--- config.mk ---
export PLATFORM = sky130hd
export DESIGN_NAME = unsorted_max_priority_queue_unit
export DESIGN_NICKNAME = d
export VERILOG_FILES = /design/src/rtl/core/umpq_pkg.sv /design/src/rtl/core/unsorted_max_priority_queue_unit.sv /design/src/rtl/core/umpq_ram.sv
export SDC_FILE = /design/constraint.sdc
export NUM_CORES = 1
export LEC_CHECK = 0
export BUFFER_PORTS_ARGS = -buffer_cell sky130_fd_sc_hd__buf_4
export CAP_MARGIN = 10
export CELL_PAD_IN_SITES_DETAIL_PLACEMENT = 0
export CELL_PAD_IN_SITES_GLOBAL_PLACEMENT = 1
export CORE_MARGIN = 8
export CORE_UTILIZATION = 41
export CTS_CLUSTER_SIZE = 14
export DETAILED_ROUTE_END_ITERATION = 10
export PLACE_DENSITY = 0.69
export SETUP_SLACK_MARGIN = 0.05
export SYNTH_ARGS = -nofsm -noshare
export SYNTH_HDL_FRONTEND = slang
export SYNTH_SLANG_ARGS = --single-unit
--- constraint.sdc ---
create_clock -name i_clk -period 18.2 [get_ports i_clk]
set_clock_uncertainty 0.2 [all_clocks]
set_input_delay 3.64 -clock i_clk [delete_from_list [all_inputs] [get_ports i_clk]]
set_output_delay 3.64 -clock i_clk [all_outputs]
set_load 0.05 [all_outputs]
--- src/rtl/core/umpq_pkg.sv ---
package umpq_pkg;

    // queue depth, index and count widths derived from it, and fixed data, priority and fill widths
    localparam int DEPTH  = 16;
    localparam int IDX_W  = $clog2(DEPTH);
    localparam int CNT_W  = $clog2(DEPTH + 1);
    localparam int DATA_W = 32;
    localparam int PRIO_W = 16;
    localparam int FILL_W = 5;

    typedef logic [DATA_W-1:0]        t_data;
    typedef logic signed [PRIO_W-1:0] t_prio;
    typedef logic [IDX_W-1:0]         t_idx;
    typedef logic [CNT_W-1:0]         t_cnt;
    typedef logic [FILL_W-1:0]        t_fill;

    typedef enum logic {
        FUNC_INSERT  = 1'b0,
        FUNC_EXTRACT = 1'b1
    } t_func;

    typedef enum logic [1:0] {
        ST_OK    = 2'd0,
        ST_EMPTY = 2'd1,
        ST_FULL  = 2'd2
    } t_status;

    typedef enum logic [1:0] {
        S_IDLE,
        S_SCAN,
        S_SHIFT
    } t_state;

    // one table entry as stored in the RAM
    typedef struct packed {
        t_data data;
        t_prio prio;
    } t_entry;

    // RAM write port
    typedef struct packed {
        logic   en;
        t_idx   addr;
        t_entry entry;
    } t_ram_wr;

endpackage

--- src/rtl/core/unsorted_max_priority_queue_unit.sv ---
// Channel   Direction  Transfer when           Signals
// command   in         start && !busy          i_func, i_item_data, i_priority_req
// result    out        o_done (one cycle)      o_out_data, o_out_priority, o_status, o_fill
//
// Insert, full-queue insert and empty extract: result in the cycle after the transfer,
// busy stays low, so a new command may follow every cycle.
// Extract on a non-empty queue: a scan reads every held entry to find the winner, then
// a close-up moves each entry behind the winner down one place; busy stays high until
// the result, as every read goes through the single registered RAM read port.
// Reset (i_rst_n low, synchronous) empties the queue; RAM is not cleared. No output stall.
module unsorted_max_priority_queue_unit (
    input  logic                  i_clk,
    input  logic                  i_rst_n,
    input  logic                  start,
    output logic                  busy,
    input  logic                  i_func,
    input  umpq_pkg::t_data       i_item_data,
    input  umpq_pkg::t_prio       i_priority_req,
    output logic                  o_done,
    output umpq_pkg::t_data       o_out_data,
    output umpq_pkg::t_prio       o_out_priority,
    output logic [1:0]            o_status,
    output umpq_pkg::t_fill       o_fill
);

    // control state
    umpq_pkg::t_state  r_state,    n_state;
    umpq_pkg::t_cnt    r_cnt,      n_cnt;      // entries held
    umpq_pkg::t_cnt    r_rd_idx,   n_rd_idx;   // next RAM read index
    logic              r_rd_vld,   n_rd_vld;   // RAM data valid this cycle
    umpq_pkg::t_idx    r_rd_tag,   n_rd_tag;   // index of that RAM data
    logic              r_done,     n_done;

    // running maximum of the scan
    umpq_pkg::t_idx    r_best_idx, n_best_idx;
    umpq_pkg::t_data   r_best_data, n_best_data;
    umpq_pkg::t_prio   r_best_prio, n_best_prio;

    // result payload
    umpq_pkg::t_data   r_out_data, n_out_data;
    umpq_pkg::t_prio   r_out_prio, n_out_prio;
    umpq_pkg::t_status r_status,   n_status;
    umpq_pkg::t_fill   r_fill,     n_fill;

    umpq_pkg::t_ram_wr ram_wr;
    umpq_pkg::t_idx    ram_rd_addr;
    umpq_pkg::t_entry  ram_rd;

    logic              issue;      // a read is launched this cycle
    logic              take;       // returned entry becomes the new maximum

    umpq_ram u_ram (
        .i_clk     (i_clk),
        .i_wr      (ram_wr),
        .i_rd_addr (ram_rd_addr),
        .o_rd_data (ram_rd)
    );

    // low bits only; index DEPTH is never launched as a real read
    assign ram_rd_addr = r_rd_idx[umpq_pkg::IDX_W-1:0];

    always_ff @(posedge i_clk) begin
        if (!i_rst_n) begin
            r_state  <= umpq_pkg::S_IDLE;
            r_cnt    <= '0;
            r_rd_idx <= '0;
            r_rd_vld <= 1'b0;
            r_done   <= 1'b0;
        end else begin
            r_state  <= n_state;
            r_cnt    <= n_cnt;
            r_rd_idx <= n_rd_idx;
            r_rd_vld <= n_rd_vld;
            r_done   <= n_done;
        end
    end

    always_ff @(posedge i_clk) begin
        r_rd_tag    <= n_rd_tag;
        r_best_idx  <= n_best_idx;
        r_best_data <= n_best_data;
        r_best_prio <= n_best_prio;
        r_out_data  <= n_out_data;
        r_out_prio  <= n_out_prio;
        r_status    <= n_status;
        r_fill      <= n_fill;
    end

    always_comb begin
        n_state     = r_state;
        n_cnt       = r_cnt;
        n_rd_idx    = r_rd_idx;
        n_rd_vld    = 1'b0;
        n_rd_tag    = r_rd_tag;
        n_done      = 1'b0;
        n_best_idx  = r_best_idx;
        n_best_data = r_best_data;
        n_best_prio = r_best_prio;
        n_out_data  = r_out_data;
        n_out_prio  = r_out_prio;
        n_status    = r_status;
        n_fill      = r_fill;
        ram_wr      = '0;

        issue = (r_state != umpq_pkg::S_IDLE) && (r_rd_idx != r_cnt);
        // first entry always taken; >= lets the newest entry win a tie
        take  = r_rd_vld && ((r_rd_tag == '0) || (ram_rd.prio >= r_best_prio));

        if (issue) begin
            n_rd_idx = r_rd_idx + 1'b1;
            n_rd_vld = 1'b1;
            n_rd_tag = r_rd_idx[umpq_pkg::IDX_W-1:0];
        end

        unique case (r_state)
            umpq_pkg::S_IDLE: begin
                if (start) begin
                    if (umpq_pkg::t_func'(i_func) == umpq_pkg::FUNC_INSERT) begin
                        n_done     = 1'b1;
                        n_out_data = '0;
                        n_out_prio = '0;
                        if (r_cnt == umpq_pkg::t_cnt'(umpq_pkg::DEPTH)) begin
                            n_status = umpq_pkg::ST_FULL;
                        end else begin
                            ram_wr.en          = 1'b1;
                            ram_wr.addr        = r_cnt[umpq_pkg::IDX_W-1:0];
                            ram_wr.entry.data  = i_item_data;
                            ram_wr.entry.prio  = i_priority_req;
                            n_cnt              = r_cnt + 1'b1;
                            n_status           = umpq_pkg::ST_OK;
                        end
                        n_fill = umpq_pkg::t_fill'(n_cnt);
                    end else if (r_cnt == '0) begin
                        n_done     = 1'b1;
                        n_out_data = '0;
                        n_out_prio = '0;
                        n_status   = umpq_pkg::ST_EMPTY;
                        n_fill     = '0;
                    end else begin
                        n_state  = umpq_pkg::S_SCAN;
                        n_rd_idx = '0;
                    end
                end
            end

            umpq_pkg::S_SCAN: begin
                if (take) begin
                    n_best_idx  = r_rd_tag;
                    n_best_data = ram_rd.data;
                    n_best_prio = ram_rd.prio;
                end
                if (r_rd_vld &&
                    (r_rd_tag == umpq_pkg::t_idx'(r_cnt - 1'b1))) begin
                    // last entry seen: close up the table behind the winner
                    n_state  = umpq_pkg::S_SHIFT;
                    n_rd_idx = umpq_pkg::t_cnt'(n_best_idx) + 1'b1;
                end
            end

            umpq_pkg::S_SHIFT: begin
                if (r_rd_vld) begin
                    ram_wr.en    = 1'b1;
                    ram_wr.addr  = r_rd_tag - 1'b1;
                    ram_wr.entry = ram_rd;
                end
                if (!issue && !r_rd_vld) begin
                    n_state    = umpq_pkg::S_IDLE;
                    n_cnt      = r_cnt - 1'b1;
                    n_done     = 1'b1;
                    n_out_data = r_best_data;
                    n_out_prio = r_best_prio;
                    n_status   = umpq_pkg::ST_OK;
                    n_fill     = umpq_pkg::t_fill'(n_cnt);
                end
            end

            default: begin
                n_state = umpq_pkg::S_IDLE;
            end
        endcase
    end

    assign busy           = (r_state != umpq_pkg::S_IDLE);
    assign o_done         = r_done;
    assign o_out_data     = r_out_data;
    assign o_out_priority = r_out_prio;
    assign o_status       = r_status;
    assign o_fill         = r_fill;

    // count stays within the table
    a_cnt_range: assert property (@(posedge i_clk) disable iff (!i_rst_n)
        r_cnt <= umpq_pkg::t_cnt'(umpq_pkg::DEPTH))
        else $error("entry count above depth");

    // every accepted command either answers next cycle or starts a scan
    a_cmd_answer: assert property (@(posedge i_clk) disable iff (!i_rst_n)
        start && !busy |=> o_done || busy)
        else $error("command lost");

    // close-up never writes the entry being read
    a_shift_hazard: assert property (@(posedge i_clk) disable iff (!i_rst_n)
        (r_state == umpq_pkg::S_SHIFT) && ram_wr.en |-> ram_wr.addr != ram_rd_addr)
        else $error("close-up read/write overlap");

    // an extract only runs on a non-empty queue
    a_busy_nonempty: assert property (@(posedge i_clk) disable iff (!i_rst_n)
        busy |-> r_cnt != '0)
        else $error("scan with empty queue");

endmodule

--- src/rtl/core/umpq_ram.sv ---
module umpq_ram (
    input  logic               i_clk,
    input  umpq_pkg::t_ram_wr  i_wr,
    input  umpq_pkg::t_idx     i_rd_addr,
    output umpq_pkg::t_entry   o_rd_data
);

    umpq_pkg::t_entry mem [umpq_pkg::DEPTH];
    umpq_pkg::t_entry r_rd_data;

    always_ff @(posedge i_clk) begin
        if (i_wr.en) begin
            mem[i_wr.addr] <= i_wr.entry;
        end
        r_rd_data <= mem[i_rd_addr];
    end

    assign o_rd_data = r_rd_data;

endmodule

==> metrics.csv, run 1 <==
stage;metric;value;unit
power;share_comb_of_total_power;2.7;%
detailed_routing;ant_nets;0;
timing;fin_crit;7284;ps
worst_hold_path;holdPathEnd;r_best_data[27];
critical_path;worst-path-buf-inv;3;
power;finalPower;4469;uW
yosys;synth_edf_count;879;
critical_path;crit_start;i_func;
finish;antenna_cells;0;
timing;fmax;137.3;MHz
detailed_routing;vias;16541;
critical_path;cp_common_cell;buf_4;
finish;fin_nets;1847;
finish;multi_input_area;7812;sq um
finish;layout-drive-gt1-share;29.77;%
cts;postCtsHoldBufs;0;
outcome;status;finished clean;
yosys;ys_ff_latch;941;
cts;htreeDepth;3;
yosys;syn_nets;1700;
finish;final_cell_mix;879 x edfxtp_1, 240 x mux4_2, 133 x buf_4;
finish;final_common_cell;edfxtp_1;
yosys;netlist_top_cells_area;edfxtp_1 74%, mux4_2 15%, dfxtp_1 3.5%, a22o_1 1.2%, ha_1 0.81%;
critical_path;slowest_delay;770;ps
placed_design;io_buffers;108;
yosys;netlist.area_leader.share;73.84;%
yosys;yosys.area_share.simple;2.534;%
power;internal_power;3570;uW
power;power_density;108.5;nW/um^2
finish;area_growth;15.29;%
power;switching_power;899.8;uW
placed_design;placed_cell_area;38030;sq um
cts;clkTransAtPathRegs;60;ps
timing;finalSetupViolCount;0;
critical_path;crit_fanout;51;
cts;cts_max_path_buffers;3;
critical_path;worstRegToRegCells;9;
timing;worstMarginPinSlew;1093;ps
die;die_x;311.3;um
detailed_routing;drt_pre_antenna_iters;5;
die;io_pins;109;
power;p_seq_share;53.5;%
detailed_routing;drc;0;
run;maxCapViolCount;0;
die;start_util;41.27;%
critical_path;start_kind;primary input;
detailed_routing;wl;77.88;mm
die;core;86620;sq um
critical_path;critPathTopFamily;simple AND/OR/NAND/NOR gates;
finish;stdcell_area;41210;sq um
cts;cts-buffers-inserted;97;
yosys;synth_xor_area_share;0.5146;%
finish;final.fill_count;6978;
placed_design;dp_hpwl;39.13;mm
global_route;gr-total-overflow;0;
global_route;grt_max_degree;165;
placed_design;gp_congestion;0.7407;
cts;cts_tree;done;
yosys;syn_area_per_cell;22.00;sq um
critical_path;path_cells;buf_4, nor3b_2, and2_2, buf_4, o2bb2ai_1, nand2_1, nor2_4, buf_4;
critical_path;end_kind;register;
cts;clock_latency;650;ps
timing;hold_viol;0;
die;die_h;311.3;um
global_route;grt_use_met3;2.423;%
die;row_count;108;
detailed_routing;routed_via_density;5.497;
cts;root_buffer;clkbuf_16;
timing;min_period_over_period;40.02;%
cts;cts_sinks;941;
critical_path;regToRegStartpoint;r_state[0];
power;clkPwrFrac;43.7;%
timing;slew_headroom;27.13;%
critical_path;required;18270;ps
yosys;muxShareOfSynthArea;15.25;%
yosys;synth-adder-area-share;0.8051;%
critical_path;critPathSlowestCell;buf_4;
cts;cts_resized;0;
power;leakage;0.01307;uW
global_route;grtUsageMet1;21.82;%
yosys;yosys_warnings;0;
yosys;synth-compound-area-share;2.328;%
die;die-area;96890;sq um
critical_path;arrival;7350;ps
timing;rsz0062_at_grt;no;
finish;register_area;27650;sq um
global_route;grtUsageMet2;26.54;%
worst_hold_path;holdPathStages;0;
yosys;syn_inst;1625;
global_route;first_global_vias;17375;
yosys;synth_area;35740;sq um
timing;tns;0;ps
yosys;yosysSeqAreaShare;77.32;%
detailed_routing;wl_per_cell;25.88;um
critical_path;crit_type;in -> reg;
global_route;gr-usage-all-layers;15.83;%
power;switching_share;20.13;%
critical_path;timing.rr.end;u_ram.mem[3][19];
detailed_routing;drt-initial-drc-count;1585;
yosys;synth_ff_type;edfxtp_1;
power;peakVddDrop;0.07816;mV
global_route;grt_pass1_wl;115.1;mm
global_route;antenna_found_initial;2;
global_route;grt_busiest_layer;met2;
worst_hold_path;hp-class;reg -> reg;
critical_path;r2r_slack;13240;ps
yosys;synth-async-reset-ratio;0;%
cts;postCtsSetupBuffers;0;
finish;utilization;47.57;%
yosys;synth_largest_area_cell;edfxtp_1;
yosys;yosysUniqueCellTypes;57;
yosys;synth_top_family_by_area;multiplexers;
timing;slew_violations;0;
worst_hold_path;worstHoldStart;u_ram.o_rd_data[43];
layer usage:
metal | vias up | share of wire, %
li1 | 7076 | -
met1 | 8860 | 43
met2 | 518 | 50
met3 | 87 | 5.4
met4 | 0 | 1.5
met5 | - | 0
final cells by class:
type	count	area share [%]
clock inverter	47	1.287
inverter	23	0.2095
tap	1155	3.507
timing repair buffer	135	2.520
multi-input combinational	574	18.96
clock buffer	134	6.422
sequential	941	67.10
worst reg2reg max path: cells and delay by family (launching register included):
family	cells	cell delay, ps
simple gates	5	2080
compound gates	1	360
flops	1	430
buf+inv	3	1520
synthesized netlist by cell type (2+ instances only):
| master | instances |
|---|---|
| a21oi_1 | 16 |
| a22o_1 | 48 |
| a22oi_1 | 3 |
| and2_1 | 39 |
| buf_1 | 8 |
| buf_2 | 20 |
| clkbuf_1 | 58 |
| dfxtp_1 | 62 |
| edfxtp_1 | 879 |
| ha_1 | 23 |
| inv_1 | 23 |
| mux2_2 | 2 |
| mux4_2 | 240 |
| nand2_1 | 35 |
| nand2b_1 | 5 |
| nand3_1 | 10 |
| nand3b_1 | 2 |
| nand4_1 | 9 |
| nor2_1 | 52 |
| nor2b_1 | 3 |
| nor3_1 | 8 |
| nor3b_1 | 2 |
| o211ai_1 | 4 |
| o21a_1 | 2 |
| o21ai_0 | 20 |
| o22ai_1 | 2 |
| xnor2_1 | 10 |
| xor2_1 | 11 |
cells by family (layout without fill, tap and decap cells):
kind of cell	after synthesis	count (layout)
AND/OR/NAND/NOR	176	176
AO/OA/AOI/OAI	110	110
multiplexers	244	244
buffers and inverters	110	339
adder cells (fa/ha/maj)	23	23
flip-flops	941	941
XOR/XNOR	21	21
power groups by stage:
stage / sequential (uW) / clock [uW] / combinational, uW
2_1_floorplan: 2460 / 0 / 47.4
3_3_place_gp: 2440 / 0 / 121
3_5_place_dp: 2440 / 0 / 124
4_1_cts: 2390 / 2000 / 124
5_1_grt: 2390 / 2080 / 130
6_report: 2390 / 1960 / 122
state kept, by name, indices dropped and copies added (netlist names):
name / count
o_done: 1
o_fill: 5
o_out_data: 32
o_out_priority: 16
o_status: 2
r_best_data: 32
r_best_idx: 4
r_best_prio: 16
r_cnt: 5
r_rd_idx: 5
r_rd_tag: 4
r_rd_vld: 1
r_state: 2
u_ram.mem: 768
u_ram.o_rd_data: 48
metrics by stage:
step / setup WS [ps] / std cells / hold slack (ps)
floorplan: 9815 / 1625 / 206.4
global placement: 10370 / 2828 / 219.5
detailed placement: 10250 / 2828 / 215.7
CTS: 10940 / 3009 / 234.2
global route: 10840 / 3009 / 244.0
finish: 10920 / 3009 / 234.2
worst max-delay path by stage:
stage                       endpoint  slack [ps]  cells past startpoint
global route        u_ram.mem[3][19]       10840                      8
detailed placement  u_ram.mem[3][30]       10250                      8
global placement    u_ram.mem[3][21]       10370                      8
floorplan            u_ram.mem[8][0]        9820                      5
finish              u_ram.mem[3][19]       10920                      8
CTS                 u_ram.mem[3][19]       10940                      8
Note: power is estimated with default switching activity, not from simulation.
==> run 2: changes to the inputs <==
Settings changed: ABC_AREA set to 1, PLACE_DENSITY 0.69 to 0.74.
Clock period 18.2 ns to 6.6 ns, I/O delays scaled along.
==> run 2 against run 1 <==
- critical path depth grew 3
- highest routed layer unchanged
- count of clock-buffer cells in the layout shrank 8
- first-iteration DRC count grew 32%
==> metrics.csv, run 2 <==
stage;metric;value;unit;change
detailed_routing;vias;21936;;was 16541
yosys;yosysUniqueCellTypes;42;;was 57
detailed_routing;wl;90.05;mm;was 77.88 mm
global_route;first_global_vias;21972;;was 17375
detailed_routing;drt_pre_antenna_iters;6;;was 5
detailed_routing;routed_via_density;5.582;;was 5.497
timing;hold_viol;0;;unchanged
yosys;synthTopCellsByCount;879 x edfxtp_1, 521 x nor2_1, 207 x o21ai_0;;was 879 x edfxtp_1, 240 x mux4_2, 62 x dfxtp_1
die;row_count;109;;was 108
cts;cts_tree;done;;unchanged
cts;cts_sinks;941;;unchanged
finish;regMostFlops;u_ram.mem;;unchanged
yosys;yosysSeqAreaShare;75.64;%;was 77.32%
power;leakage;0.01369;uW;was 0.01307 uW
yosys;synth_ff_type;edfxtp_1;;unchanged
finish;utilization;47.27;%;was 47.57%
finish;final_cell_mix;879 x edfxtp_1, 503 x nor2_1, 207 x o21ai_0;;was 879 x edfxtp_1, 240 x mux4_2, 133 x buf_4
cts;cts-buffers-inserted;96;;was 97
timing;slew_headroom;18.49;%;was 27.13%
power;peakVddDrop;0.2290;mV;was 0.07816 mV
cts;clkTransAtPathRegs;60;ps;about the same
critical_path;required;6680;ps;was 18270 ps
cts;root_buffer;clkbuf_16;;unchanged
finish;fin_nets;2756;;was 1847
critical_path;start_kind;register;;was primary input
timing;tns;0;ps;unchanged
run;maxCapViolCount;0;;unchanged
power;finalPower;12750;uW;was 4469 uW
finish;multi_input_area;8011;sq um;was 7812 sq um
finish;final.fill_count;7636;;was 6978
placed_design;dp_hpwl;50.16;mm;was 39.13 mm
outcome;status;finished clean;;unchanged
power;p_seq_share;52.5;%;was 53.5%
timing;final.setup.worst_slack;2184;ps;was 10920 ps
yosys;synth-async-reset-ratio;0;%;unchanged
power;share_comb_of_total_power;5.0;%;was 2.7%
global_route;gr-usage-all-layers;17.71;%;was 15.83%
global_route;gr-total-overflow;0;;unchanged
global_route;grt_pass1_wl;135.6;mm;was 115.1 mm
yosys;syn_inst;2604;;was 1625
die;die-area;98930;sq um;was 96890 sq um
yosys;synth_edf_count;879;;unchanged
placed_design;gp_congestion;0.8216;;was 0.7407
timing;fmax;226.4;MHz;
power;internal_power;9907;uW;was 3570 uW
global_route;grt_max_degree;216;;was 165
critical_path;crit_fanout;51;;unchanged
global_route;antenna_found_initial;1;;was 2
yosys;syn_area_per_cell;14.03;sq um;was 22.00 sq um
die;start_util;41.35;%;was 41.27%
timing;slew_violations;0;;unchanged
yosys;netlist.area_leader.share;72.24;%;was 73.84%
die;die_x;314.5;um;was 311.3 um
timing;rsz0062_at_grt;no;;unchanged
power;clkPwrFrac;42.5;%;was 43.7%
power;switching_share;22.32;%;was 20.13%
yosys;synth_largest_area_cell;edfxtp_1;;unchanged
die;io_pins;109;;unchanged
cts;postCtsHoldBufs;0;;unchanged
timing;worstMarginPinSlew;1223;ps;was 1093 ps
finish;area_growth;14.34;%;was 15.29%
detailed_routing;wl_per_cell;22.91;um;was 25.88 um
critical_path;arrival;4500;ps;was 7350 ps
yosys;synth_area;36540;sq um;was 35740 sq um
finish;layout-drive-gt1-share;11.98;%;was 29.77%
critical_path;end_kind;register;;unchanged
cts;cts_resized;0;;unchanged
cts;htreeDepth;3;;unchanged
yosys;yosys_warnings;0;;unchanged
finish;final_common_cell;edfxtp_1;;unchanged
power;power_density;305.3;nW/um^2;was 108.5 nW/um^2
detailed_routing;ant_nets;0;;unchanged
yosys;yosysMostFrequentCell;edfxtp_1;;unchanged
critical_path;cp_common_cell;nand2_1;;was buf_4
placed_design;io_buffers;108;;unchanged
yosys;ys_ff_latch;941;;unchanged
critical_path;critPathSlowestCell;nor2_4;;was buf_4
detailed_routing;drc;0;;unchanged
die;core;88370;sq um;was 86620 sq um
yosys;netlist_top_cells_area;edfxtp_1 72%, nor2_1 5.4%, dfxtp_1 3.4%, o21ai_0 2.8%, o32ai_1 2.8%;;was edfxtp_1 74%, mux4_2 15%, dfxtp_1 3.5%, a22o_1 1.2%, ha_1 0.81%
yosys;syn_nets;2679;;was 1700
timing;min_period_over_period;66.92;%;
cts;cts_max_path_buffers;3;;unchanged
detailed_routing;drt-initial-drc-count;2093;;was 1585
timing;finalSetupViolCount;0;;unchanged
critical_path;path_cells;inv_1, ha_1, nand2_1, nor2_1, nand2_2, buf_4, nand2_1, o22ai_2, nand2_1, nor2_4, buf_4;;was buf_4, nor3b_2, and2_2, buf_4, o2bb2ai_1, nand2_1, nor2_4, buf_4
timing;fin_crit;4416;ps;
worst_hold_path;hp-class;reg -> reg;;unchanged
placed_design;dp_slack;1790;ps;was 10250 ps
cts;postCtsSetupBuffers;0;;unchanged
critical_path;slowest_delay;850;ps;was 770 ps
critical_path;crit_type;reg -> reg;;was in -> reg
cts;clock_latency;660;ps;was 650 ps
finish;register_area;27650;sq um;about the same
power;switching_power;2847;uW;was 899.8 uW
finish;largest_register_ffs;768;;unchanged
die;die_h;314.5;um;was 311.3 um
## run 2: cell count changes in the layout (fill, tap and decap cells not counted), sizes merged, moves of 73 or more
cell,previous run,this run
nor2,52,523
mux4,240,0
o21ai,20,212
nand2,35,162
o32ai,0,118
nand3,10,90
o221ai,0,75
mux2i,1,74
## run 2: metal layers
metal | up-vias | track usage [%] | part of all wire [%]
met4 | 0 | 6.036 | 2.8
met5 | - | 0 | 0
met3 | 145 | 3.019 | 6.9
met2 | 846 | 29.09 | 48
li1 | 9941 | - | -
met1 | 11004 | 23.80 | 42
## run 2: worst paths after layout
path                            start               end  slack, ps  cells after the start
setup / recovery             r_cnt[0]  u_ram.mem[15][0]       2180                     11
hold / removal    u_ram.o_rd_data[45]   r_best_data[29]        220                      0
setup reg to reg             r_cnt[0]  u_ram.mem[15][0]       2180                     11
hold reg to reg   u_ram.o_rd_data[45]   r_best_data[29]        220                      0
## run 2: kinds of logic after synthesis
logic type | after synthesis | synth area share (%)
AND/OR/NAND/NOR | 786 | 8.547
AO/OA/AOI/OAI | 503 | 9.763
flip-flops | 941 | 75.64
XOR/XNOR | 15 | 0.3596
adder cells (fa/ha/maj) | 23 | 0.7876
buffers and inverters | 262 | 2.880
multiplexers | 74 | 2.027
## run 2: cell type report
cell class / instances / area share (%)
sequential: 941 / 66.18
clock inverter: 55 / 1.456
antenna: 1 / 0.005990
timing repair buffer: 146 / 2.683
inverter: 95 / 0.8715
clock buffer: 126 / 6.140
multi-input combinational: 1401 / 19.18
tap: 1165 / 3.489
## run 2: through the flow
step | cell area, sq um | hold slack, ps | cells
after floorplan | 36540 | 208.2 | 2604
after global placement | 38600 | 220.7 | 3748
after detailed placement | 38600 | 218.3 | 3748
after CTS | 41780 | 213.6 | 3929
after global routing | 41780 | 224.3 | 3929
final | 41780 | 215.3 | 3930
## run 2: critical path: cells and delay by family (launching register included)
kind,cells,cell delay [ps]
compound gates,1,210
fa+ha+maj,1,250
buf+inv,3,1360
flops,1,440
simple gates,6,1550
## run 2: power by group through the flow
stage	Sequential [uW]	Combinational (uW)	Clock, uW
5_1_grt	6710	681	5740
3_5_place_dp	6830	644	0
6_report	6700	635	5420
4_1_cts	6700	646	5510
3_3_place_gp	6820	635	0
2_1_floorplan	6960	255	0
